<file path="src/rtl/reh_pkg.sv">
`timescale 1ns / 1ps
// ----------------------------------------------------------------------------
// reh_pkg
// Shared types and constants for the radial energy histogram unit.
// ----------------------------------------------------------------------------

package reh_pkg;

    // field widths
    localparam int POS_W      = 16;
    localparam int ABS_W      = 16;
    localparam int OP_W       = 17;
    localparam int SQ_W       = 34;
    localparam int DIST_W     = 17;
    localparam int EN_W       = 16;
    localparam int BIN_HIT_W  = 7;
    localparam int READ_BIN_W = 7;
    localparam int CONTENT_W  = 32;
    localparam int SUM_W      = 48;
    localparam int WIDTH_W    = 16;
    localparam int REM_W      = 20;
    localparam int CNT_W      = 5;
    localparam int CFG_IDX_W  = 3;
    localparam int CFG_DATA_W = 17;

    // sequencer step limits
    localparam logic [CNT_W-1:0] MUL_LAST  = 5'd4;
    localparam logic [CNT_W-1:0] ITER_LAST = 5'd16;

    // item function codes
    localparam logic FUNC_HIT  = 1'b0;
    localparam logic FUNC_READ = 1'b1;

    // register reset values
    localparam logic signed [POS_W-1:0] VERTEX_X_RST       = 16'sd600;
    localparam logic signed [POS_W-1:0] VERTEX_Y_RST       = 16'sd600;
    localparam logic signed [POS_W-1:0] VERTEX_Z_RST       = 16'sd0;
    localparam logic [DIST_W-1:0]       NEAR_THRESHOLD_RST = 17'd1600;
    localparam logic [WIDTH_W-1:0]      BIN_WIDTH_RST      = 16'd457;

    typedef enum logic [CFG_IDX_W-1:0] {
        CFG_VERTEX_X       = 3'd0,
        CFG_VERTEX_Y       = 3'd1,
        CFG_VERTEX_Z       = 3'd2,
        CFG_NEAR_THRESHOLD = 3'd3,
        CFG_BIN_WIDTH      = 3'd4
    } cfg_idx_t;

    typedef enum logic [2:0] {
        ST_IDLE,
        ST_MUL,
        ST_SQRT,
        ST_DIV,
        ST_RD,
        ST_UPD
    } state_t;

endpackage

</file>
<file path="src/rtl/radial_energy_histogram_unit.sv">
`timescale 1ns / 1ps
// ----------------------------------------------------------------------------
// radial_energy_histogram_unit
// Radial distance of detector hits to a vertex, binned energy histogram,
// highest-energy tracking and near/far energy sums.
// ----------------------------------------------------------------------------
//
//  channel  | handshake           | words
//  ---------+---------------------+----------------------------------------------
//  in       | in_valid / in_stall | func, hit_x, hit_y, hit_z, energy, read_bin
//  out      | out_valid/out_stall | distance, bin_hit, highest_energy,
//           |                     | highest_distance, near_sum, far_sum,
//           |                     | bin_content
//  cfg      | cfg_valid/cfg_ready | cfg_index, cfg_data
//
//  a hit word runs through 5 steps on one shared 17x17 multiplier (three
//  squares and the squared threshold), 17 square-root iterations, 17 divide
//  iterations, a bin memory read and a write-back
//  a read word runs through accept, bin memory read and result
//  one word is worked at a time; the next is taken once the previous result
//  sits in the output register, even while out_stall holds it there
//  reset clears the bins through per-entry valid bits at once, no clearing pass
//  cfg_ready is always high

module radial_energy_histogram_unit #(
    parameter int NUM_BINS = 64
) (
    input  logic                                  clk,
    input  logic                                  rst_n,

    input  logic                                  in_valid,
    output logic                                  in_stall,
    input  logic                                  func,
    input  logic signed [reh_pkg::POS_W-1:0]      hit_x,
    input  logic signed [reh_pkg::POS_W-1:0]      hit_y,
    input  logic signed [reh_pkg::POS_W-1:0]      hit_z,
    input  logic [reh_pkg::EN_W-1:0]              energy,
    input  logic [reh_pkg::READ_BIN_W-1:0]        read_bin,

    output logic                                  out_valid,
    input  logic                                  out_stall,
    output logic [reh_pkg::DIST_W-1:0]            distance,
    output logic [reh_pkg::BIN_HIT_W-1:0]         bin_hit,
    output logic [reh_pkg::EN_W-1:0]              highest_energy,
    output logic [reh_pkg::DIST_W-1:0]            highest_distance,
    output logic [reh_pkg::SUM_W-1:0]             near_sum,
    output logic [reh_pkg::SUM_W-1:0]             far_sum,
    output logic [reh_pkg::CONTENT_W-1:0]         bin_content,

    input  logic                                  cfg_valid,
    output logic                                  cfg_ready,
    input  logic [reh_pkg::CFG_IDX_W-1:0]         cfg_index,
    input  logic [reh_pkg::CFG_DATA_W-1:0]        cfg_data
);

    localparam int BIN_IW = (NUM_BINS > 1) ? $clog2(NUM_BINS) : 1;
    localparam logic [reh_pkg::DIST_W-1:0] NB17 = 17'(NUM_BINS);

    // configuration registers
    logic signed [reh_pkg::POS_W-1:0]   vertex_x_reg;
    logic signed [reh_pkg::POS_W-1:0]   vertex_y_reg;
    logic signed [reh_pkg::POS_W-1:0]   vertex_z_reg;
    logic [reh_pkg::DIST_W-1:0]         near_threshold_reg;
    logic [reh_pkg::WIDTH_W-1:0]        bin_width_reg;

    // sequencer
    reh_pkg::state_t                    state_reg;
    reh_pkg::state_t                    state_next;
    logic [reh_pkg::CNT_W-1:0]          cnt_reg;
    logic                               rd_en;
    logic                               upd_go;
    logic                               slot_free;

    // item registers
    logic                               func_reg;
    logic [reh_pkg::EN_W-1:0]           energy_reg;
    logic [reh_pkg::ABS_W-1:0]          abs_reg [3];
    logic [reh_pkg::DIST_W-1:0]         target_reg;

    // squares
    logic [reh_pkg::OP_W-1:0]           mul_op;
    logic [reh_pkg::SQ_W-1:0]           mul_p;
    logic [reh_pkg::SQ_W-1:0]           prod_reg;
    logic [reh_pkg::SQ_W-1:0]           d2_reg;
    logic                               near_reg;

    // square root
    logic [reh_pkg::SQ_W-1:0]           sq_rad_reg;
    logic [reh_pkg::REM_W-1:0]          sq_rem_reg;
    logic [reh_pkg::DIST_W-1:0]         root_reg;
    logic [reh_pkg::REM_W-1:0]          rem_sh;
    logic [reh_pkg::REM_W-1:0]          trial;
    logic                               sq_ge;
    logic [reh_pkg::REM_W-1:0]          rem_new;
    logic [reh_pkg::DIST_W-1:0]         root_new;
    logic [reh_pkg::DIST_W-1:0]         dist_reg;

    // divide by bin width
    logic [reh_pkg::DIST_W-1:0]         div_q_reg;
    logic [reh_pkg::DIST_W-1:0]         div_rem_reg;
    logic [reh_pkg::WIDTH_W-1:0]        w_eff;
    logic [reh_pkg::DIST_W-1:0]         drem_sh;
    logic                               div_ge;
    logic [reh_pkg::DIST_W-1:0]         drem_new;
    logic [reh_pkg::DIST_W-1:0]         dq_new;

    // bin memory
    logic [reh_pkg::CONTENT_W-1:0]      bin_mem [NUM_BINS];
    logic [NUM_BINS-1:0]                bin_valid_reg;
    logic [reh_pkg::CONTENT_W-1:0]      rdata_reg;
    logic                               ent_valid_reg;
    logic [BIN_IW-1:0]                  addr;
    logic                               wr_en;

    // accumulators
    logic [reh_pkg::CONTENT_W-1:0]      overflow_reg;
    logic [reh_pkg::EN_W-1:0]           best_energy_reg;
    logic [reh_pkg::DIST_W-1:0]         best_distance_reg;
    logic [reh_pkg::SUM_W-1:0]          near_total_reg;
    logic [reh_pkg::SUM_W-1:0]          far_total_reg;

    // update datapath
    logic                               in_range;
    logic                               is_ovf;
    logic                               hit_go;
    logic [reh_pkg::CONTENT_W-1:0]      entry;
    logic [reh_pkg::CONTENT_W-1:0]      base;
    logic [reh_pkg::CONTENT_W:0]        sum33;
    logic [reh_pkg::CONTENT_W-1:0]      new_content;
    logic                               best_take;
    logic [reh_pkg::SUM_W:0]            near49;
    logic [reh_pkg::SUM_W:0]            far49;
    logic [reh_pkg::SUM_W-1:0]          near_sat;
    logic [reh_pkg::SUM_W-1:0]          far_sat;

    // output register
    logic                               out_valid_reg;
    logic [reh_pkg::DIST_W-1:0]         distance_reg;
    logic [reh_pkg::BIN_HIT_W-1:0]      bin_hit_reg;
    logic [reh_pkg::EN_W-1:0]           highest_energy_reg;
    logic [reh_pkg::DIST_W-1:0]         highest_distance_reg;
    logic [reh_pkg::SUM_W-1:0]          near_sum_reg;
    logic [reh_pkg::SUM_W-1:0]          far_sum_reg;
    logic [reh_pkg::CONTENT_W-1:0]      bin_content_reg;

    // differences to the vertex and their negations
    logic signed [reh_pkg::OP_W-1:0]    dx;
    logic signed [reh_pkg::OP_W-1:0]    dy;
    logic signed [reh_pkg::OP_W-1:0]    dz;
    logic [reh_pkg::OP_W-1:0]           ndx;
    logic [reh_pkg::OP_W-1:0]           ndy;
    logic [reh_pkg::OP_W-1:0]           ndz;

    assign cfg_ready = 1'b1;

    // ------------------------------------------------------------------
    // configuration
    // ------------------------------------------------------------------
    always_ff @(posedge clk or negedge rst_n)
    begin
        if (!rst_n)
        begin
            vertex_x_reg       <= reh_pkg::VERTEX_X_RST;
            vertex_y_reg       <= reh_pkg::VERTEX_Y_RST;
            vertex_z_reg       <= reh_pkg::VERTEX_Z_RST;
            near_threshold_reg <= reh_pkg::NEAR_THRESHOLD_RST;
            bin_width_reg      <= reh_pkg::BIN_WIDTH_RST;
        end
        else if (cfg_valid && cfg_ready)
        begin
            case (cfg_index)
                reh_pkg::CFG_VERTEX_X:       vertex_x_reg <= cfg_data[reh_pkg::POS_W-1:0];
                reh_pkg::CFG_VERTEX_Y:       vertex_y_reg <= cfg_data[reh_pkg::POS_W-1:0];
                reh_pkg::CFG_VERTEX_Z:       vertex_z_reg <= cfg_data[reh_pkg::POS_W-1:0];
                reh_pkg::CFG_NEAR_THRESHOLD: near_threshold_reg <= cfg_data;
                reh_pkg::CFG_BIN_WIDTH:      bin_width_reg <= cfg_data[reh_pkg::WIDTH_W-1:0];
                default: ;
            endcase
        end
    end

    // ------------------------------------------------------------------
    // sequencer
    // ------------------------------------------------------------------
    assign slot_free = !out_valid_reg || !out_stall;

    always_comb
    begin
        state_next = state_reg;
        case (state_reg)
            reh_pkg::ST_IDLE:
            begin
                if (in_valid)
                begin
                    state_next = (func == reh_pkg::FUNC_READ) ? reh_pkg::ST_RD
                                                              : reh_pkg::ST_MUL;
                end
            end
            reh_pkg::ST_MUL:
            begin
                if (cnt_reg == reh_pkg::MUL_LAST)
                begin
                    state_next = reh_pkg::ST_SQRT;
                end
            end
            reh_pkg::ST_SQRT:
            begin
                if (cnt_reg == reh_pkg::ITER_LAST)
                begin
                    state_next = reh_pkg::ST_DIV;
                end
            end
            reh_pkg::ST_DIV:
            begin
                if (cnt_reg == reh_pkg::ITER_LAST)
                begin
                    state_next = reh_pkg::ST_RD;
                end
            end
            reh_pkg::ST_RD:
            begin
                state_next = reh_pkg::ST_UPD;
            end
            reh_pkg::ST_UPD:
            begin
                if (slot_free)
                begin
                    state_next = reh_pkg::ST_IDLE;
                end
            end
            default:
            begin
                state_next = reh_pkg::ST_IDLE;
            end
        endcase
    end

    always_comb
    begin
        in_stall = 1'b1;
        rd_en    = 1'b0;
        upd_go   = 1'b0;
        case (state_reg)
            reh_pkg::ST_IDLE: in_stall = 1'b0;
            reh_pkg::ST_RD:   rd_en = 1'b1;
            reh_pkg::ST_UPD:  upd_go = slot_free;
            default: ;
        endcase
    end

    always_ff @(posedge clk or negedge rst_n)
    begin
        if (!rst_n)
        begin
            state_reg <= reh_pkg::ST_IDLE;
            cnt_reg   <= '0;
        end
        else
        begin
            state_reg <= state_next;
            if ((state_reg == reh_pkg::ST_MUL || state_reg == reh_pkg::ST_SQRT ||
                 state_reg == reh_pkg::ST_DIV) && state_next == state_reg)
            begin
                cnt_reg <= cnt_reg + 5'd1;
            end
            else
            begin
                cnt_reg <= '0;
            end
        end
    end

    // ------------------------------------------------------------------
    // arithmetic steps
    // ------------------------------------------------------------------
    assign dx  = {hit_x[reh_pkg::POS_W-1], hit_x} - {vertex_x_reg[reh_pkg::POS_W-1], vertex_x_reg};
    assign dy  = {hit_y[reh_pkg::POS_W-1], hit_y} - {vertex_y_reg[reh_pkg::POS_W-1], vertex_y_reg};
    assign dz  = {hit_z[reh_pkg::POS_W-1], hit_z} - {vertex_z_reg[reh_pkg::POS_W-1], vertex_z_reg};
    assign ndx = -dx;
    assign ndy = -dy;
    assign ndz = -dz;

    // three squares, then the squared threshold, on one multiplier
    always_comb
    begin
        case (cnt_reg[1:0])
            2'd0:    mul_op = {1'b0, abs_reg[0]};
            2'd1:    mul_op = {1'b0, abs_reg[1]};
            2'd2:    mul_op = {1'b0, abs_reg[2]};
            default: mul_op = near_threshold_reg;
        endcase
    end

    assign mul_p = mul_op * mul_op;

    // restoring square root, one result bit per cycle
    assign rem_sh   = {sq_rem_reg[reh_pkg::REM_W-3:0], sq_rad_reg[reh_pkg::SQ_W-1 -: 2]};
    assign trial    = {1'b0, root_reg, 2'b01};
    assign sq_ge    = rem_sh >= trial;
    assign rem_new  = sq_ge ? (rem_sh - trial) : rem_sh;
    assign root_new = {root_reg[reh_pkg::DIST_W-2:0], sq_ge};

    // restoring divide by the bin width, zero width acts as one
    assign w_eff    = (bin_width_reg == '0) ? 16'd1 : bin_width_reg;
    assign drem_sh  = {div_rem_reg[reh_pkg::DIST_W-2:0], div_q_reg[reh_pkg::DIST_W-1]};
    assign div_ge   = drem_sh >= {1'b0, w_eff};
    assign drem_new = div_ge ? (drem_sh - {1'b0, w_eff}) : drem_sh;
    assign dq_new   = {div_q_reg[reh_pkg::DIST_W-2:0], div_ge};

    always_ff @(posedge clk)
    begin
        case (state_reg)
            reh_pkg::ST_IDLE:
            begin
                if (in_valid)
                begin
                    func_reg   <= func;
                    energy_reg <= energy;
                    abs_reg[0] <= dx[reh_pkg::OP_W-1] ? ndx[reh_pkg::ABS_W-1:0]
                                                      : dx[reh_pkg::ABS_W-1:0];
                    abs_reg[1] <= dy[reh_pkg::OP_W-1] ? ndy[reh_pkg::ABS_W-1:0]
                                                      : dy[reh_pkg::ABS_W-1:0];
                    abs_reg[2] <= dz[reh_pkg::OP_W-1] ? ndz[reh_pkg::ABS_W-1:0]
                                                      : dz[reh_pkg::ABS_W-1:0];
                    d2_reg     <= '0;
                    target_reg <= {10'd0, read_bin};
                end
            end
            reh_pkg::ST_MUL:
            begin
                if (cnt_reg != reh_pkg::MUL_LAST)
                begin
                    prod_reg <= mul_p;
                end
                // the product registered in the previous step joins the sum
                if (cnt_reg != '0 && cnt_reg != reh_pkg::MUL_LAST)
                begin
                    d2_reg <= d2_reg + prod_reg;
                end
                if (cnt_reg == reh_pkg::MUL_LAST)
                begin
                    near_reg   <= d2_reg <= prod_reg;
                    sq_rad_reg <= d2_reg;
                    sq_rem_reg <= '0;
                    root_reg   <= '0;
                end
            end
            reh_pkg::ST_SQRT:
            begin
                sq_rad_reg <= {sq_rad_reg[reh_pkg::SQ_W-3:0], 2'b00};
                sq_rem_reg <= rem_new;
                root_reg   <= root_new;
                if (cnt_reg == reh_pkg::ITER_LAST)
                begin
                    dist_reg    <= root_new;
                    div_q_reg   <= root_new;
                    div_rem_reg <= '0;
                end
            end
            reh_pkg::ST_DIV:
            begin
                div_q_reg   <= dq_new;
                div_rem_reg <= drem_new;
                if (cnt_reg == reh_pkg::ITER_LAST)
                begin
                    target_reg <= dq_new;
                end
            end
            reh_pkg::ST_RD:
            begin
                ent_valid_reg <= bin_valid_reg[addr];
            end
            default: ;
        endcase
    end

    // ------------------------------------------------------------------
    // bin memory, read in ST_RD and written back in ST_UPD of the same
    // word, so a read never overlaps a pending write
    // ------------------------------------------------------------------
    assign in_range = target_reg < NB17;
    assign is_ovf   = target_reg == NB17;
    assign addr     = target_reg[BIN_IW-1:0];

    always_ff @(posedge clk)
    begin
        if (rd_en && in_range)
        begin
            rdata_reg <= bin_mem[addr];
        end
        if (wr_en)
        begin
            bin_mem[addr] <= new_content;
        end
    end

    // ------------------------------------------------------------------
    // update
    // ------------------------------------------------------------------
    assign hit_go = upd_go && (func_reg == reh_pkg::FUNC_HIT);
    assign wr_en  = hit_go && in_range;

    // never written entries read as zero
    assign entry = ent_valid_reg ? rdata_reg : '0;

    always_comb
    begin
        if (in_range)
        begin
            base = entry;
        end
        else if (is_ovf || func_reg == reh_pkg::FUNC_HIT)
        begin
            base = overflow_reg;
        end
        else
        begin
            base = '0;
        end
    end

    assign sum33       = {1'b0, base} + {17'd0, energy_reg};
    assign new_content = sum33[reh_pkg::CONTENT_W] ? '1 : sum33[reh_pkg::CONTENT_W-1:0];
    assign best_take   = energy_reg > best_energy_reg;
    assign near49      = {1'b0, near_total_reg} + {33'd0, energy_reg};
    assign far49       = {1'b0, far_total_reg} + {33'd0, energy_reg};
    assign near_sat    = near49[reh_pkg::SUM_W] ? '1 : near49[reh_pkg::SUM_W-1:0];
    assign far_sat     = far49[reh_pkg::SUM_W] ? '1 : far49[reh_pkg::SUM_W-1:0];

    always_ff @(posedge clk or negedge rst_n)
    begin
        if (!rst_n)
        begin
            bin_valid_reg     <= '0;
            overflow_reg      <= '0;
            best_energy_reg   <= '0;
            best_distance_reg <= '0;
            near_total_reg    <= '0;
            far_total_reg     <= '0;
        end
        else if (hit_go)
        begin
            if (in_range)
            begin
                bin_valid_reg[addr] <= 1'b1;
            end
            else
            begin
                overflow_reg <= new_content;
            end
            if (best_take)
            begin
                best_energy_reg   <= energy_reg;
                best_distance_reg <= dist_reg;
            end
            if (near_reg)
            begin
                near_total_reg <= near_sat;
            end
            else
            begin
                far_total_reg <= far_sat;
            end
        end
    end

    // ------------------------------------------------------------------
    // output register
    // ------------------------------------------------------------------
    always_ff @(posedge clk or negedge rst_n)
    begin
        if (!rst_n)
        begin
            out_valid_reg <= 1'b0;
        end
        else if (upd_go)
        begin
            out_valid_reg <= 1'b1;
        end
        else if (!out_stall)
        begin
            out_valid_reg <= 1'b0;
        end
    end

    always_ff @(posedge clk)
    begin
        if (upd_go)
        begin
            if (func_reg == reh_pkg::FUNC_HIT)
            begin
                distance_reg         <= dist_reg;
                bin_hit_reg          <= in_range ? target_reg[reh_pkg::BIN_HIT_W-1:0]
                                                 : NB17[reh_pkg::BIN_HIT_W-1:0];
                highest_energy_reg   <= best_take ? energy_reg : best_energy_reg;
                highest_distance_reg <= best_take ? dist_reg : best_distance_reg;
                near_sum_reg         <= near_reg ? near_sat : near_total_reg;
                far_sum_reg          <= near_reg ? far_total_reg : far_sat;
                bin_content_reg      <= new_content;
            end
            else
            begin
                distance_reg         <= '0;
                bin_hit_reg          <= '0;
                highest_energy_reg   <= best_energy_reg;
                highest_distance_reg <= best_distance_reg;
                near_sum_reg         <= near_total_reg;
                far_sum_reg          <= far_total_reg;
                bin_content_reg      <= base;
            end
        end
    end

    assign out_valid        = out_valid_reg;
    assign distance         = distance_reg;
    assign bin_hit          = bin_hit_reg;
    assign highest_energy   = highest_energy_reg;
    assign highest_distance = highest_distance_reg;
    assign near_sum         = near_sum_reg;
    assign far_sum          = far_sum_reg;
    assign bin_content      = bin_content_reg;

endmodule

</file>
<file path="config.mk">
export PLATFORM = sky130hd
export DESIGN_NAME = radial_energy_histogram_unit
export DESIGN_NICKNAME = d
export VERILOG_FILES = /design/src/rtl/reh_pkg.sv /design/src/rtl/radial_energy_histogram_unit.sv
export SDC_FILE = /design/constraint.sdc
export NUM_CORES = 2
export LEC_CHECK = 0
export BUFFER_PORTS_ARGS = -buffer_cell sky130_fd_sc_hd__buf_2
export CAP_MARGIN = 20
export CORE_MARGIN = 4
export CORE_UTILIZATION = 45
export CTS_CLUSTER_DIAMETER = 200
export DETAILED_ROUTE_END_ITERATION = 6
export SKIP_CTS_REPAIR_TIMING = 1
export SYNTH_ARGS = -nofsm -noshare
export SYNTH_HDL_FRONTEND = slang
export SYNTH_SLANG_ARGS = --single-unit
</file>
<file path="constraint.sdc">
create_clock -name clk -period 9.9 [get_ports clk]
set_clock_uncertainty 0.1 [all_clocks]
set_input_delay 0.495 -clock clk [delete_from_list [all_inputs] [get_ports clk]]
set_output_delay 0.495 -clock clk [all_outputs]
set_load 0.05 [all_outputs]
</file>
==> impl_metrics.yaml <==
global_routing:
  track_usage_pct: 25.1
  antenna_found_initial: 12
  grt_start_max_net_pins: 98
  grt_pass1_wl_um: 532000
  grt_overflow: 0
  grt_pass1_vias: 76300
die:
  io_pins: 285
  fp.coreArea_sq_um: 274000
  die_h_um: 532
  rows: 192
  dieArea_sq_um: 283000
  start_util_pct: 45.2
  die_w_um: 532
layout:
  fin_area_sq_um: 141000
  fin_nets: 9710
  largest_register_ffs: 2048
  final_util_pct: 51.4
  drive_above_1_share_pct: 13.9
  area_growth_pct: 13.8
placement:
  dp_hpwl_um: 220000
  finalWeightedCongestion: 0.895
  portBuffers: 283
  place_area_sq_um: 130000
clock_tree:
  cts_tree: "yes"
  clk_path_buf_depth: 4
  clkTransAtPathRegs_ns: 0.06
  cts.sinks: 2850
  cts_max_level: 5
  clock_latency_ns: 0.90
  cts_root_buffer: "clkbuf_16"
  cts_inserted_buffers: 303
sta:
  fin_crit_sh_pct: 92.8
  setup_viol: 0
  final_hold_viol_count: 0
  period_minus_slack_ns: 9.19
  slew_viol_final: 0
  slew_headroom_pct: 23.0
  fin_hold_ws_ns: 0.00790
  rsz0062_at_grt: "no"
  fin_setup_tns_ns: 0
  fmax_mhz: 109
  worst_slew_pin_slew_ns: 1.15
drt:
  vias: 78600
  viasPerCell: 6.09
  ant_nets: 0
  drc: 5
  initialDrtViolationCount: 8610
  wirelength_um: 367000
  routedWlPerCell_um: 28.4
  firstDrtPassIters: 7
min_path:
  hp-class: "input port to flop"
logic_synthesis:
  synth_ff_type: "edfxtp_1"
  synthArstFlopShare_pct: 11.1
  synth_compound_area_share_pct: 13.3
  yosys-mux-area-fraction_pct: 1.44
  syn-num-nets: 9288
  post-synth-top-count-cell: "edfxtp_1"
  synth.distinct_cells: 95
  yosysTopAreaCellShare_pct: 61.6
  synth_top_area_cell: "edfxtp_1"
  synth_edf_count: 2535
  synth_adder_area_share_pct: 6.47
  avgSynthCellArea_sq_um: 14.3
  syn-instance-count: 8670
  synthSimpleGateAreaFrac_pct: 6.40
  netlist_area_sq_um: 124000
  synth_area_leaders: "edfxtp_1 62%, dfrtp_1 6.1%, a22oi_1 4.2%, ha_1 3.3%, fa_1 3.2%"
  ys_ff_latch: 2850
  synth_warnings: 0
  yosys-top-cells-count: "2535 x edfxtp_1, 693 x a22oi_1, 511 x inv_1, 506 x nor2_1, 478 x nand2_1"
  synth_top_family_by_area: "compound AO/OA/AOI/OAI gates"
  synthXorXnorAreaFrac_pct: 1.51
  synth_seq_area_share_pct: 68.0
setup_path:
  cp-start-kind: "flop"
  worstPathArrival_ns: 9.68
  crit_path_end_kind: "flop"
  cp.required_ns: 10.39
  critical_path.max_fanout: 18
  worst-r2r-cell-count: 25
  r2r_slack_ns: 0.71
  critPathKind: "flop to flop"
  worstReg2RegEnd: "prod_reg[30]$_DFFE_PP_"
  critPathCapture: "prod_reg[30]$_DFFE_PP_"
  crit_start: "cnt_reg[0]$_DFF_PN0_"
  r2r-start: "cnt_reg[0]$_DFF_PN0_"
flow_run:
  drv_cap: 0
run_status:
  violations: "DRC"
  status: "finished with violations"
critical path: stages (launching register included):
cell,delay [ns]
dfrtp_1,0.42
ha_1,0.80
buf_4,0.32
mux2i_1,0.75
clkinv_1,0.62
nand2_1,0.36
xnor2_1,0.10
ha_1,0.28
inv_1,0.05
fa_1,0.48
inv_1,0.05
fa_1,0.50
fa_1,0.44
fa_1,0.49
inv_1,0.05
fa_1,0.48
inv_1,0.05
ha_1,0.40
nand3_1,0.15
o41ai_1,0.73
a41o_1,0.31
a41oi_1,0.15
a21oi_1,0.29
and2_1,0.19
o21ai_0,0.07
a221oi_1,0.32
metrics by stage:
| stage | worst slack [ns] | std cells |
|---|---|---|
| 2_1_floorplan | 2.13 | 8670 |
| 3_3_place_gp | 1.05 | 12300 |
| 3_5_place_dp | 0.797 | 12300 |
| 4_1_cts | 0.777 | 12900 |
| 5_1_grt | 0.146 | 12900 |
| 6_report | 0.711 | 12900 |
area by class of cell:
class | instances | area [sq um]
timing repair buffer | 539 | 3840
fill | 22700 | 133000
clock inverter | 137 | 1350
antenna | 6 | 15.0
tap | 3589 | 4490
clock buffer | 398 | 8140
sequential | 2850 | 84000
multi-input combinational | 4879 | 36800
inverter | 519 | 1960
how the worst min path moves through the flow:
stage / slack (ns) / from / cells past startpoint / endpoint
after global routing: 0.005 / cfg_data[13] / 3 / vertex_y_reg[13]$_DFFE_PN0P_
final: 0.008 / cfg_data[10] / 3 / vertex_y_reg[10]$_DFFE_PN0P_
after global placement: 0.34 / root_reg[0]$_SDFFCE_PN0P_ / 0 / dist_reg[1]$_DFFE_PP_
after floorplan: 0.1 / rst_n / 0 / best_distance_reg[0]$_DFFE_PN0P_
after CTS: -0.37 / rst_n / 1 / bin_width_reg[12]$_DFFE_PN0P_
after detailed placement: 0.34 / root_reg[5]$_SDFFCE_PN0P_ / 0 / dist_reg[6]$_DFFE_PP_
logic make-up after synthesis:
kind of cell | count (synthesis)
flip-flops | 2850
AO/OA/AOI/OAI | 2318
AND/OR/NAND/NOR | 1663
buffers and inverters | 941
adder cells (fa/ha/maj) | 521
XOR/XNOR | 213
multiplexers | 163
other | 1
routing by layer:
metal  GRT usage (%)  routed length [um]  vias to the layer above
li1                -                   -                    34300
met1            36.3              157000                    40200
met2            39.5              169000                     3575
met3            4.63               32300                      524
met4            5.85                8610                        4
met5               0                  34                        -
cell usage in the layout, fill, tap and decap left out, types with 79 or more instances in the layout:
master	count
a31oi_1	296
or2_2	79
dfrtp_1	299
inv_1	495
xnor2_1	150
fa_1	197
buf_4	191
o21ai_0	178
nand2_1	466
edfxtp_1	2535
buf_2	283
a21oi_1	362
nand3_1	96
clkbuf_1	79
a22oi_1	693
nor2_1	439
clkbuf_16	307
mux2_2	122
a22o_1	218
ha_1	324
a221oi_1	202
nand4_1	82
Power is not shown: default switching activity piles up to over one toggle a cycle in this logic, so the estimate is an artifact.
